[config.mk]
export PLATFORM = sky130hd
export DESIGN_NAME = ftpa_ctrl
export DESIGN_NICKNAME = d
export VERILOG_FILES = /design/src/rtl/core/ftpa_pkg.sv /design/src/rtl/core/ftpa_ctrl.sv
export SDC_FILE = /design/constraint.sdc
export NUM_CORES = 1
export LEC_CHECK = 0
export ABC_AREA = 1
export BUFFER_PORTS_ARGS = -buffer_cell sky130_fd_sc_hd__buf_4
export CORE_AREA = 10 10 47 49
export DETAILED_ROUTE_END_ITERATION = 7
export DIE_AREA = 0 0 57 59
export PLACE_DENSITY = 0.59
export SLEW_MARGIN = 30
export SYNTH_ARGS = -nofsm -noshare
export SYNTH_HDL_FRONTEND = slang
export SYNTH_SLANG_ARGS = --single-unit
[constraint.sdc]
create_clock -name clk_i -period 2.5 [get_ports clk_i]
set_clock_uncertainty 0.2 [all_clocks]
set_input_delay 0.5 -clock clk_i [delete_from_list [all_inputs] [get_ports clk_i]]
set_output_delay 0.5 -clock clk_i [all_outputs]
set_load 0.02 [all_outputs]
[src/rtl/core/ftpa_pkg.sv]
// shared types and constants of the flow table accumulator
package ftpa_pkg;

  localparam logic [63:0] FnvBasis = 64'hcbf29ce484222325;
  localparam logic [63:0] FnvMult  = 64'h00000100000001b3;
  localparam int unsigned LoadNum  = 7;
  localparam int unsigned LoadDen  = 10;
  localparam logic [7:0]  ProtoTcp = 8'd6;

  localparam logic [1:0] StIgnored = 2'd0;
  localparam logic [1:0] StNew     = 2'd1;
  localparam logic [1:0] StUpdated = 2'd2;
  localparam logic [1:0] StFull    = 2'd3;

  localparam logic [1:0] LvlNone = 2'd0;
  localparam logic [1:0] LvlL3   = 2'd1;

  // valid flag, key, hash and record packed as one memory word
  typedef struct packed {
    logic        vld;
    logic [63:0] addr_a_hi;
    logic [63:0] addr_a_lo;
    logic [63:0] addr_b_hi;
    logic [63:0] addr_b_lo;
    logic [43:0] key_rest;
    logic [63:0] hash;
    logic [63:0] packets;
    logic [63:0] bytes;
    logic [63:0] first_ns;
    logic [63:0] last_ns;
    logic [8:0]  flags_dir;
  } slot_rec_t;

  typedef struct packed {
    logic [1:0]  header_level;
    logic [3:0]  ip_ver;
    logic [7:0]  protocol;
    logic [63:0] src_addr_hi;
    logic [63:0] src_addr_lo;
    logic [63:0] dst_addr_hi;
    logic [63:0] dst_addr_lo;
    logic [15:0] port_src;
    logic [15:0] port_dst;
    logic [7:0]  tcp_flag_bits;
    logic [31:0] wire_length;
    logic [63:0] timestamp_ns;
  } pkt_hdr_t;

  typedef struct packed {
    logic [1:0]  status;
    logic [9:0]  slot_index;
    logic        packet_reversed;
    logic [63:0] flow_packets;
    logic [63:0] flow_bytes;
    logic [63:0] flow_first_ns;
    logic [63:0] flow_last_ns;
    logic [7:0]  flow_tcp_flags;
    logic        first_dir_b;
  } flow_res_t;

  // controller to datapath
  typedef struct packed {
    logic load;       // capture header, canonicalize
    logic hash_step;  // mix one byte
    logic probe_init; // start index from hash
    logic probe_next; // advance index
    logic wr_new;     // write new record
    logic wr_upd;     // write updated record
    logic res_zero;   // result with zero fields
  } ftpa_cmd_t;

  // datapath to controller
  typedef struct packed {
    logic clearing;
    logic no_l3;
    logic hash_done;
    logic slot_valid;
    logic key_match;
    logic wrapped;
    logic load_full;
  } ftpa_sts_t;

endpackage

[src/rtl/core/ftpa_ctrl.sv]
// sequencer for hash, probe, write and result transfer
module ftpa_ctrl (
  input  logic                clk_i,
  input  logic                rst_ni,
  input  logic                in_valid_i,
  output logic                in_ready_o,
  output logic                out_valid_o,
  input  logic                out_ready_i,
  input  ftpa_pkg::ftpa_sts_t sts_i,
  output ftpa_pkg::ftpa_cmd_t cmd_o
);
  import ftpa_pkg::*;

  typedef enum logic [2:0] {
    SIdle, SCheck, SHash, SRead, SComp, SDone
  } state_e;

  state_e state_q;
  logic   out_valid_q;
  logic   done_pending;

  assign in_ready_o  = state_q == SIdle && !out_valid_q && !sts_i.clearing;
  assign out_valid_o = out_valid_q;
  assign done_pending = out_valid_q && !out_ready_i;

  always_comb begin
    cmd_o = '0;
    unique case (state_q)
      SIdle:  cmd_o.load = in_valid_i && in_ready_o;
      SCheck: begin
        cmd_o.res_zero  = sts_i.no_l3;
        cmd_o.hash_step = !sts_i.no_l3;
      end
      SHash: begin
        cmd_o.hash_step  = !sts_i.hash_done;
        cmd_o.probe_init = sts_i.hash_done;
      end
      SComp: begin
        if (!sts_i.slot_valid) begin
          cmd_o.res_zero = sts_i.load_full;
          cmd_o.wr_new   = !sts_i.load_full;
        end else if (sts_i.key_match) begin
          cmd_o.wr_upd = 1'b1;
        end else if (sts_i.wrapped) begin
          cmd_o.res_zero = 1'b1;
        end else begin
          cmd_o.probe_next = 1'b1;
        end
      end
      SRead, SDone: cmd_o = '0;
      default: cmd_o = '0;
    endcase
  end

  always_ff @(posedge clk_i or negedge rst_ni) begin
    if (!rst_ni) begin
      state_q     <= SIdle;
      out_valid_q <= 1'b0;
    end else begin
      if (out_valid_q && out_ready_i) begin
        out_valid_q <= 1'b0;
      end
      unique case (state_q)
        SIdle:  if (cmd_o.load) begin
          state_q <= SCheck;
        end
        SCheck: begin
          if (sts_i.no_l3) begin
            out_valid_q <= 1'b1;
            state_q     <= SIdle;
          end else begin
            state_q <= SHash;
          end
        end
        SHash:  if (sts_i.hash_done) begin
          state_q <= SRead;
        end
        SRead:  state_q <= SComp;
        SComp: begin
          if (cmd_o.probe_next) begin
            state_q <= SRead;
          end else begin
            out_valid_q <= 1'b1;
            state_q     <= SDone;
          end
        end
        SDone:  if (!done_pending) begin
          state_q <= SIdle;
        end
        default: state_q <= SIdle;
      endcase
    end
  end
endmodule

==> metrics.md, run 1 <==
| Metric | Value |
|---|---|
| Die H | 59 µm |
| Synth warn | 0 |
| Pre-antenna DRT Iters | 4 |
| IO Port Bufs | 19 |
| Via-to-Cell Ratio | 4.31 |
| Bufs and invs on worst path | 3 |
| Initial core utilization | 22.7% |
| Antenna viol nets, final | 0 |
| Most common cell after layout, fill and taps aside | buf_4 |
| Multi-input gate area in the final layout | 173 µm² |
| CTS max path bufs | 2 |
| Final Util | 36.6% |
| Slowest CP cell | dfrtp_1 |
| N_diodes | 0 |
| FF+latch count, synth | 4 |
| First-pass GRT wire length | 1.56 mm |
| Period utilisation layout | 81.4% |
| Final count of hold timing violations | 0 |
| Sequential area share after synthesis | 31.5% |
| Placer Congestion | 0.697 |
| FF-to-FF Start | state_q[0] |
| FF+latch area | 100 µm² |
| RSZ-0062 raised after global routing | no |
| CP arrival | 1.34 ns |
| Crit. End Element | output port |
| # setup viols final | 0 |
| HP Start | sts_i[5] |
| Clock Latency Late Sink | 0.23 ns |
| Mapped Nets | 62 |
| HP Class | input port to register |
| Hold depth | 3 |
| Fmax | 491 MHz |
| Cts bufs inserted | 3 |
| Width of the die | 57 µm |
| DRC | 0 |
| Worst reg-to-reg setup slack | 1.24 ns |
| Fraction of layout cells with a size suffix above 1 | 37.8% |
| Tmin final | 2.04 ns |
| Initial antenna violation count | 0 |
| Post-synth top area share | 31.5% |
| Most frequent cells in the layout | 19 x buf_4, 11 x inv_1, 9 x nor2_1 |
| CTS root buf | clkbuf_4 |
| Area delta synth->final | 61.4% |
| Row count | 14 |
| Syn Inst Count | 51 |
| CTS tree | built |
| Grt ovf | 0 |
| Critical Path Source Type | register |
| Max incr delay on CP | 0.40 ns |
| Leakage | 0.000291 µW |
| Slew @ Worst Pin | 0.262 ns |
| Setup tns final | 0 ns |
| Aggregate global-route resource usage | 5.76% |
| Max-cap violations | 0 |
| DR vias | 388 |
| Vias in the first global route | 413 |
| CTS sink cnt | 4 |
| Slew Limit Headroom | 82.4% |
| Fin cells | 90 |
| Core Box Area | 1400 µm² |
| WL final | 886 µm |
| # placed instances | 86 |
| Hold Path End | out_valid_o |
| Dominant cells by area after synthesis | dfrtp_1 31%, inv_1 13%, nand3_1 13% |
| CP top delay family | flip-flops |
| Synth area leader | dfrtp_1 |
| Post-synth cell types | 16 |
| Crit path top cell by count | inv_1 |
| Post-DR wirelength/cell | 9.84 µm |
| Status | completed |
| Die ar. | 3360 µm² |
| Fin. max-slew vios | 0 |
| Filler cells | 162 |
| Worst-case reg-to-reg path depth | 6 |
| I/O pin cnt | 20 |
| Htree depth | 1 |
| Initial DRC count | 7 |
| Critical path, cell by cell | inv_1 > nand2_1 > nor2_2 > inv_1 > o21ai_1 > buf_4 |
| Post-synthesis average cell area | 6.23 µm² |
| Final #Nets | 87 |
| Power Dens Cells | 929 nW/µm² |
| Largest net degree at the start of global routing | 6 |
| Synth Cell Area | 318 µm² |
| Post-CTS sizing | 0 |
| Crit-path max FO | 4 |
| CP Class | register to output port |
| Worst endpoint required time | 1.80 ns |
| Reg2reg end | state_q[0] |
| Register clock-pin slew on the reported worst setup and hold paths | 0.03 ns |
| Peak supply drop | 347 µV |
## synth_stat cells (all sizes together)
library cell / number
nor3: 2
inv: 12
o21ai: 4
nand2: 7
a21oi: 1
nor2: 10
or2: 2
nand3: 9
dfrtp: 4
## routing by layer
| metal | vias up | wire, µm | GRT usage, % |
|---|---|---|---|
| met1 | 167 | 335 | 4.53 |
| met4 | 0 | 12 | 4.03 |
| met2 | 14 | 438 | 9.92 |
| met5 | - | 0 | 0 |
| li1 | 205 | - | - |
| met3 | 2 | 99 | 4.08 |
## state kept, by name, indices dropped and copies added, names as in the netlist
| name | flops |
|---|---|
| out_valid_o | 1 |
| state_q | 3 |
## tightest hold or removal path, delay by kind of cell
kind | cells | cell delay [ns]
and+or+nand+nor | 2 | 0.14
buffers and inverters | 1 | 0.08
## logic make-up (layout without fill, tap and decap cells)
group	after synthesis	count (layout)	share of synthesized area [%]
flip-flops	4	4	31.5
AND/OR/NAND/NOR	30	30	45.3
AO/OA/AOI/OAI	5	5	9.05
buffers and inverters	12	35	14.2
## through the flow
stage / hold WS [ns] / total power (µW) / area (µm²) / worst slack (ns)
final: 0.333 / 477 / 513 / 0.464
after CTS: 0.347 / 485 / 513 / 0.457
after global placement: 0.0972 / 401 / 480 / 0.602
after global routing: 0.368 / 521 / 513 / 0.342
after floorplan: 0.00441 / 304 / 318 / 0.704
after detailed placement: 0.0979 / 405 / 480 / 0.597
## layout make-up
cell class	instances	area share, %
well taps	16	3.90
clock buffers	3	4.39
multi-input cells	35	33.7
repair buffers	20	29.8
flip-flops and latches	4	19.5
inverters	12	8.78
## how the worst max path moves through the flow
stage               end       start  cells after the start  slack (ns)
2_1_floorplan  cmd_o[2]    sts_i[3]                      2        0.70
3_3_place_gp   cmd_o[0]    sts_i[3]                      5        0.60
3_5_place_dp   cmd_o[0]    sts_i[3]                      5        0.60
4_1_cts        cmd_o[0]  state_q[0]                      6        0.46
5_1_grt        cmd_o[6]  state_q[0]                      6        0.34
6_report       cmd_o[0]  state_q[0]                      6        0.46
## power by group
group	leakage [µW]	internal [µW]	switching, µW
registers	0.0000513	94.3	30.1
clock network	0.0000138	53.5	24.5
logic	0.000225	112	163
## repair_timing
action                                 CTS  global route
endpoints found under the hold margin    4             0
setup buffers                            0             0
hold buffers                             1             0
Power figures use the tool's default switching activity.
==> inputs of run 2 (changes only) <==
==> constraint.sdc (replaced) <==
create_clock -name clk_i -period 1.95 [get_ports clk_i]
set_clock_uncertainty 0.2 [all_clocks]
set_input_delay 0.39 -clock clk_i [delete_from_list [all_inputs] [get_ports clk_i]]
set_output_delay 0.39 -clock clk_i [all_outputs]
set_load 0.02 [all_outputs]
==> run 2 against run 1 <==
- final cell count up 2.2%
- global-route usage is the same
- highest routed layer unchanged
- wire length grew 8.7%
- critical path type unchanged
==> metrics.md, run 2 (synthesized netlist as in run 1, its figures left out) <==
| Metric | Value |
|---|---|
| Status | completed |
| Setup tns final | 0 ns (unchanged) |
| Crit path from | state_q[0] |
| Crit. End Element | output port |
| Slew Limit Headroom | 84.7% (+2.3 points) |
| CP arrival | 1.30 ns (-0.04 ns) |
| # placed instances | 86 (unchanged) |
| Period utilisation layout | 97.0% |
| Initial core utilization | 22.7% (unchanged) |
| Aggregate global-route resource usage | 5.76% (unchanged) |
| Htree depth | 1 (unchanged) |
| FF-to-FF Start | state_q[2] |
| CTS max path bufs | 2 (unchanged) |
| Row count | 14 (unchanged) |
| CP Class | register to output port |
| I/O pin cnt | 20 (unchanged) |
| Grt ovf | 0 (unchanged) |
| WL final | 963 µm (+8.7%) |
| # setup viols final | 0 (unchanged) |
| Slew @ Worst Pin | 0.227 ns (-0.0348 ns) |
| Die H | 59 µm (unchanged) |
| Final #Nets | 89 (+2.3%) |
| Crit-path max FO | 3 (-1) |
| Most frequent cells in the layout | 20 x buf_4, 8 x nor2_1, 8 x nand3_1, 8 x inv_1, 6 x nand2_1 |
| DRC | 0 (unchanged) |
| Die ar. | 3360 µm² (unchanged) |
| First-pass GRT wire length | 1.56 mm (unchanged) |
| Register clock-pin slew on the reported worst setup and hold paths | 0.03 ns (about the same) |
| Max incr delay on CP | 0.40 ns (about the same) |
| FF+latch area | 100 µm² (unchanged) |
| Cts bufs inserted | 3 (unchanged) |
| Slowest CP cell | dfrtp_1 |
| Antenna viol nets, final | 0 (unchanged) |
| Clock Latency Late Sink | 0.23 ns (about the same) |
| Biggest register | state_q |
| HP Start | sts_i[5] |
| Worst endpoint required time | 1.36 ns (-0.44 ns) |
| Largest net degree at the start of global routing | 6 (unchanged) |
| Final count of hold timing violations | 0 (unchanged) |
| Fmax | 529 MHz |
| Initial antenna violation count | 0 (unchanged) |
| Placer Congestion | 0.697 (unchanged) |
| Fraction of layout cells with a size suffix above 1 | 48.7% (+11 points) |
| Most common cell after layout, fill and taps aside | buf_4 |
| Critical Path Source Type | register |
| CTS sink cnt | 4 (unchanged) |
| Tmin final | 1.89 ns |
| Vias in the first global route | 413 (unchanged) |
| Critical path, cell by cell | inv_2 > nand2_2 > nor2_2 > nand3_1 > inv_1 > buf_4 |
| Max reg flops | 3 (unchanged) |
| Initial DRC count | 8 (+1) |
| N_diodes | 0 (unchanged) |
| Pre-antenna DRT Iters | 3 (-1) |
| DR vias | 393 (+1.3%) |
| Filler cells | 158 (-2.5%) |
| Power Dens Cells | 1240 nW/µm² (+34%) |
| Core Box Area | 1400 µm² (unchanged) |
| Via-to-Cell Ratio | 4.27 (-0.91%) |
| Post-DR wirelength/cell | 10.5 µm (+6.3%) |
| Leakage | 0.000305 µW (+5.1%) |
| Peak supply drop | 507 µV (+46%) |
| Max-cap violations | 0 (unchanged) |
| Fin cells | 92 (+2.2%) |
| HP Class | input port to register |
| Area delta synth->final | 71.7% |
| CTS root buf | clkbuf_4 |
| Width of the die | 57 µm (unchanged) |
| Fin. max-slew vios | 0 (unchanged) |
| CTS tree | built |
| IO Port Bufs | 19 (unchanged) |
| Multi-input gate area in the final layout | 186 µm² (+8.0%) |
run 2: final cells by class:
cell class / instances / share of cell area, %
clock buffer: 3 / 4.13
inverter: 12 / 8.26
multi-input combinational: 35 / 34.2
sequential: 4 / 18.3
tap: 16 / 3.67
timing repair buffer: 22 / 31.4
run 2: path summary, 6_finish.rpt:
| kind | end | slack, ns | depth (start not counted) |
|---|---|---|---|
| worst max-delay path | cmd_o[3] | 0.06 | 6 |
| worst min-delay path | out_valid_o | 0.24 | 3 |
| worst max register to register | state_q[0] | 0.70 | 6 |
| worst min register to register | out_valid_o | 0.35 | 2 |
| max in group asynchronous | state_q[1] | 1.16 | 2 |
| min in group asynchronous | out_valid_o | 0.30 | 2 |
run 2: power breakdown:
group | switching (µW) | internal [µW]
registers | 43.1 | 121
clock network | 31.3 | 68.6
logic | 236 | 179
total | 310 | 368
run 2: through the flow:
stage                     utilization, %  hold slack [ns]  cell area [µm²]  setup WS (ns)  power, µW
final                               38.9            0.240              546         0.0588        679
after global routing                38.9            0.276              546        -0.0169        737
after CTS                           36.6            0.237              513         0.0168        622
after detailed placement            34.3          -0.0121              480          0.267        519
after global placement              34.3          -0.0128              480          0.272        514
after floorplan                        -           -0.106              318          0.288        390
run 2: repair_timing:
| action | CTS | global route |
|---|---|---|
| resized for setup | 0 | 8 |
| hold buffers | 1 | 0 |
| hold endpoints to repair | 4 | 0 |
| setup endpoints to repair | 0 | 6 |
| buffers inserted | 0 | 2 |
run 2: critical path: cells and delay by family (launching register included):
family	cells	cell delay (ns)
flip-flops	1	0.40
AND/OR/NAND/NOR	3	0.36
buffers and inverters	3	0.30
run 2: metal layers:
layer  part of all wire, %  track usage (%)  vias up
met3                    10             4.08        2
met1                    36             4.53      170
li1                      -                -      207
met4                   1.2             4.03        0
met2                    52             9.92       14
met5                     0                0        -
==> inputs of run 3 (changes only) <==
--- a/config.mk
+++ b/config.mk
@@ -5,12 +5,11 @@
 export SDC_FILE = /design/constraint.sdc
 export NUM_CORES = 1
 export LEC_CHECK = 0
-export ABC_AREA = 1
-export BUFFER_PORTS_ARGS = -buffer_cell sky130_fd_sc_hd__buf_4
+export BUFFER_PORTS_ARGS = -buffer_cell sky130_fd_sc_hd__buf_2
 export CORE_AREA = 10 10 47 49
 export DETAILED_ROUTE_END_ITERATION = 7
 export DIE_AREA = 0 0 57 59
-export PLACE_DENSITY = 0.59
+export PLACE_DENSITY = 0.6
 export SLEW_MARGIN = 30
 export SYNTH_ARGS = -nofsm -noshare
 export SYNTH_HDL_FRONTEND = slang
==> run 3 against run 2 <==
- clock power is essentially flat
- die area is the same
- highest routed layer unchanged
- critical path type unchanged
- utilization grew 0.54 points
- wire length grew 8.4%
- sequential power grew 23%
- flip-flop and latch count is the same
- worst hold slack lost 0.028 ns
- largest cell class unchanged
- register-to-register slack lost 0.16 ns
- synthesized cell count shrank 27%
==> metrics.md, run 3 <==
| Metric | Value |
|---|---|
| Status | completed |
| Worst reg-to-reg setup slack | 0.54 ns (-0.16 ns) |
| Synth warn | 0 (unchanged) |
| Max incr delay on CP | 0.44 ns (+0.04 ns) |
| Most common cell after layout, fill and taps aside | buf_2 |
| Placed Area | 457 µm² (-4.9%) |
| Leakage | 0.000268 µW (-12%) |
| Slowest CP cell | dfrtp_2 |
| Placer Congestion | 0.745 (+6.8%) |
| Crit-path max FO | 5 (+2) |
| Crit path from | state_q[1] |
| Cts bufs inserted | 3 (unchanged) |
| Critical Path Source Type | register |
| Die ar. | 3360 µm² (unchanged) |
| Mapped Nets | 48 (-23%) |
| Critical path, cell by cell | buf_6 > nor3b_4 > and3_4 > buf_6 |
| # setup viols final | 0 (unchanged) |
| Max-cap violations | 0 (unchanged) |
| Fraction of layout cells with a size suffix above 1 | 57.8% (+9.1 points) |
| Initial antenna violation count | 0 (unchanged) |
| DR vias | 382 (-2.8%) |
| Sequential area share after synthesis | 30.0% (-1.5 points) |
| Dpl ws | 0.184 ns (-0.0826 ns) |
| CTS max path bufs | 2 (unchanged) |
| Syn Inst Count | 37 (-27%) |
| CTS sink cnt | 4 (unchanged) |
| Via-to-Cell Ratio | 4.78 (+12%) |
| Period utilisation layout | 98.2% (+1.2 points) |
| First-pass GRT wire length | 1.74 mm (+11%) |
| Largest net degree at the start of global routing | 10 (+4) |
| Initial DRC count | 1 (-7) |
| Core Box Area | 1400 µm² (unchanged) |
| GR Util met1 | 7.54% (+3.0 points) |
| Setup tns final | 0 ns (unchanged) |
| Worst-case reg-to-reg path depth | 4 (-2) |
| Dominant cells by area after synthesis | dfrtp_1 30%, nor4b_4 7.1%, nor2_1 4.5% |
| Number of flops mapped to enable cells by yosys | 0 (unchanged) |
| Post-synth top area share | 30.0% (-1.5 points) |
| Met2 GRT Util | 8.53% (-1.4 points) |
| FF-to-FF Start | state_q[1] |
| Aggregate global-route resource usage | 6.94% (+1.2 points) |
| Pre-antenna DRT Iters | 3 (unchanged) |
| End point of the critical path | cmd_o[1] |
| Fmax | 522 MHz (-1.3%) |
| Slew @ Worst Pin | 0.206 ns (-0.0213 ns) |
| Post-synth cell types | 26 (+10) |
| Final Util | 39.5% (+0.54 points) |
| CTS tree | built |
| WL final | 1.04 mm (+8.4%) |
| Peak supply drop | 471 µV (-7.0%) |
| Crit. End Element | output port |
| Gr busiest metal | met2 |
| Setup ws final | 0.0348 ns (-0.0240 ns) |
| Filler cells | 157 (-0.63%) |
| HP Class | input port to register |
| Biggest register | state_q |
| DRC | 0 (unchanged) |
| Prevailing post-synth register cell | dfrtp_1 |
| Worst endpoint required time | 1.36 ns (about the same) |
| Antenna viol nets, final | 0 (unchanged) |
| Post-synthesis average cell area | 9.03 µm² (+45%) |
| Row count | 14 (unchanged) |
| N_diodes | 0 (unchanged) |
| IO Port Bufs | 19 (unchanged) |
| FF+latch count, synth | 4 (unchanged) |
| Crit path top cell by count | buf_6 |
| RSZ-0062 raised after global routing | yes |
| I/O pin cnt | 20 (unchanged) |
| Post-DR wirelength/cell | 13.1 µm (+25%) |
| Commonest cells post-synth | 4 x dfrtp_1, 4 x nor2_1, 3 x nand2_1 |
| Met3 usage | 3.86% (-0.21 points) |
| Multi-input gate area in the final layout | 248 µm² (+33%) |
| Htree depth | 1 (unchanged) |
| Power Dens Cells | 1250 nW/µm² (+0.60%) |
| Die H | 59 µm (unchanged) |
| Hold_ws | 0.212 ns (-0.0280 ns) |
| Synth area leader | dfrtp_1 |
| CTS root buf | clkbuf_4 |
| CP arrival | 1.33 ns (+0.03 ns) |
| CP Class | register to output port |
| Fin. max-slew vios | 0 (unchanged) |
| HP Start | out_ready_i |
| Clock Latency Late Sink | 0.24 ns (about the same) |
| Final Instance Area | 553 µm² (+1.4%) |
| Final count of hold timing violations | 0 (unchanged) |
| Vias in the first global route | 389 (-5.8%) |
| Synth Cell Area | 334 µm² (+5.1%) |
| Tmin final | 1.92 ns (+0.0240 ns) |
| Register clock-pin slew on the reported worst setup and hold paths | 0.03 ns (about the same) |
| Grt ovf | 0 (unchanged) |
| Slew Limit Headroom | 86.3% (+1.6 points) |
| FF+latch area | 104 µm² (+3.8%) |
| Width of the die | 57 µm (unchanged) |
| Max reg flops | 3 (unchanged) |
| Area delta synth->final | 65.5% |
| Initial core utilization | 23.8% (+1.2 points) |
| Asr flop ratio synth | 100% (unchanged) |
| Reg2reg end | state_q[0] |
| DP Wirelength | 832 µm |
| Final #Nets | 77 (-13%) |
==> run 3: cell count changes after synthesis, moves of 2 or more <==
| cell | before | now |
|---|---|---|
| inv_1 | 11 | 2 |
| nand2_1 | 7 | 3 |
| nand3_1 | 8 | 0 |
| nor2_1 | 9 | 4 |
| nor3b_1 | 0 | 2 |
==> run 3: routing by layer <==
metal,vias to the layer above,share of wire (%)
met5,-,0
met4,0,4.4
met3,5,8.1
met2,20,39
met1,167,48
li1,190,-
==> run 3: worst min path at each step <==
stage,end,slack (ns),depth (start not counted)
after floorplan,out_valid_o,-0.11,0
after global placement,out_valid_o,-0.002,1
after detailed placement,state_q[2],-0.0007,1
after CTS,out_valid_o,0.21,2
after global routing,out_valid_o,0.23,2
final,out_valid_o,0.21,2
==> run 3: cells by family (layout without fill, tap and decap cells) <==
group / Yosys count / after routing / synth area share, %
AOI/OAI and AO/OA: 8 / 8 / 15.7
buffers and inverters: 2 / 29 / 2.25
DFF: 4 / 4 / 30.0
and+or+nand+nor: 23 / 23 / 52.1
==> run 3: stage by stage <==
stage               power, µW  cells
floorplan                 396     37
global placement          507     73
detailed placement        505     73
CTS                       669     78
global route              757     80
finish                    692     80
==> run 3: repair_timing <==
item | 4_1_cts | 5_1_grt
endpoints found under the setup margin | 3 | 3
pin swaps | 2 | 3
hold buffers | 1 | 0
hold endpoints to repair | 4 | 0
setup buffers | 1 | 2
gates resized for setup | 10 | 3
==> run 3: report_power, final <==
part           total, µW  internal (µW)  switching (µW)
combinational        389            207             182
sequential           202            122            80.1
clock                101           68.7            32.1
total                692            398             294
==> run 3: cell type report <==
class                      count  share of cell area (%)
sequential                     4                    18.8
clock buffer                   3                    4.07
inverter                       2                    1.36
timing repair buffer          24                    27.4
tap                           16                    3.62
multi-input combinational     31                    44.8
==> run 3: worst max-delay path: cells and delay by family (launching register included) <==
family                 cells  cell delay [ns]
flip-flops                 1             0.44
AND/OR/NAND/NOR            2             0.40
buffers and inverters      2             0.25
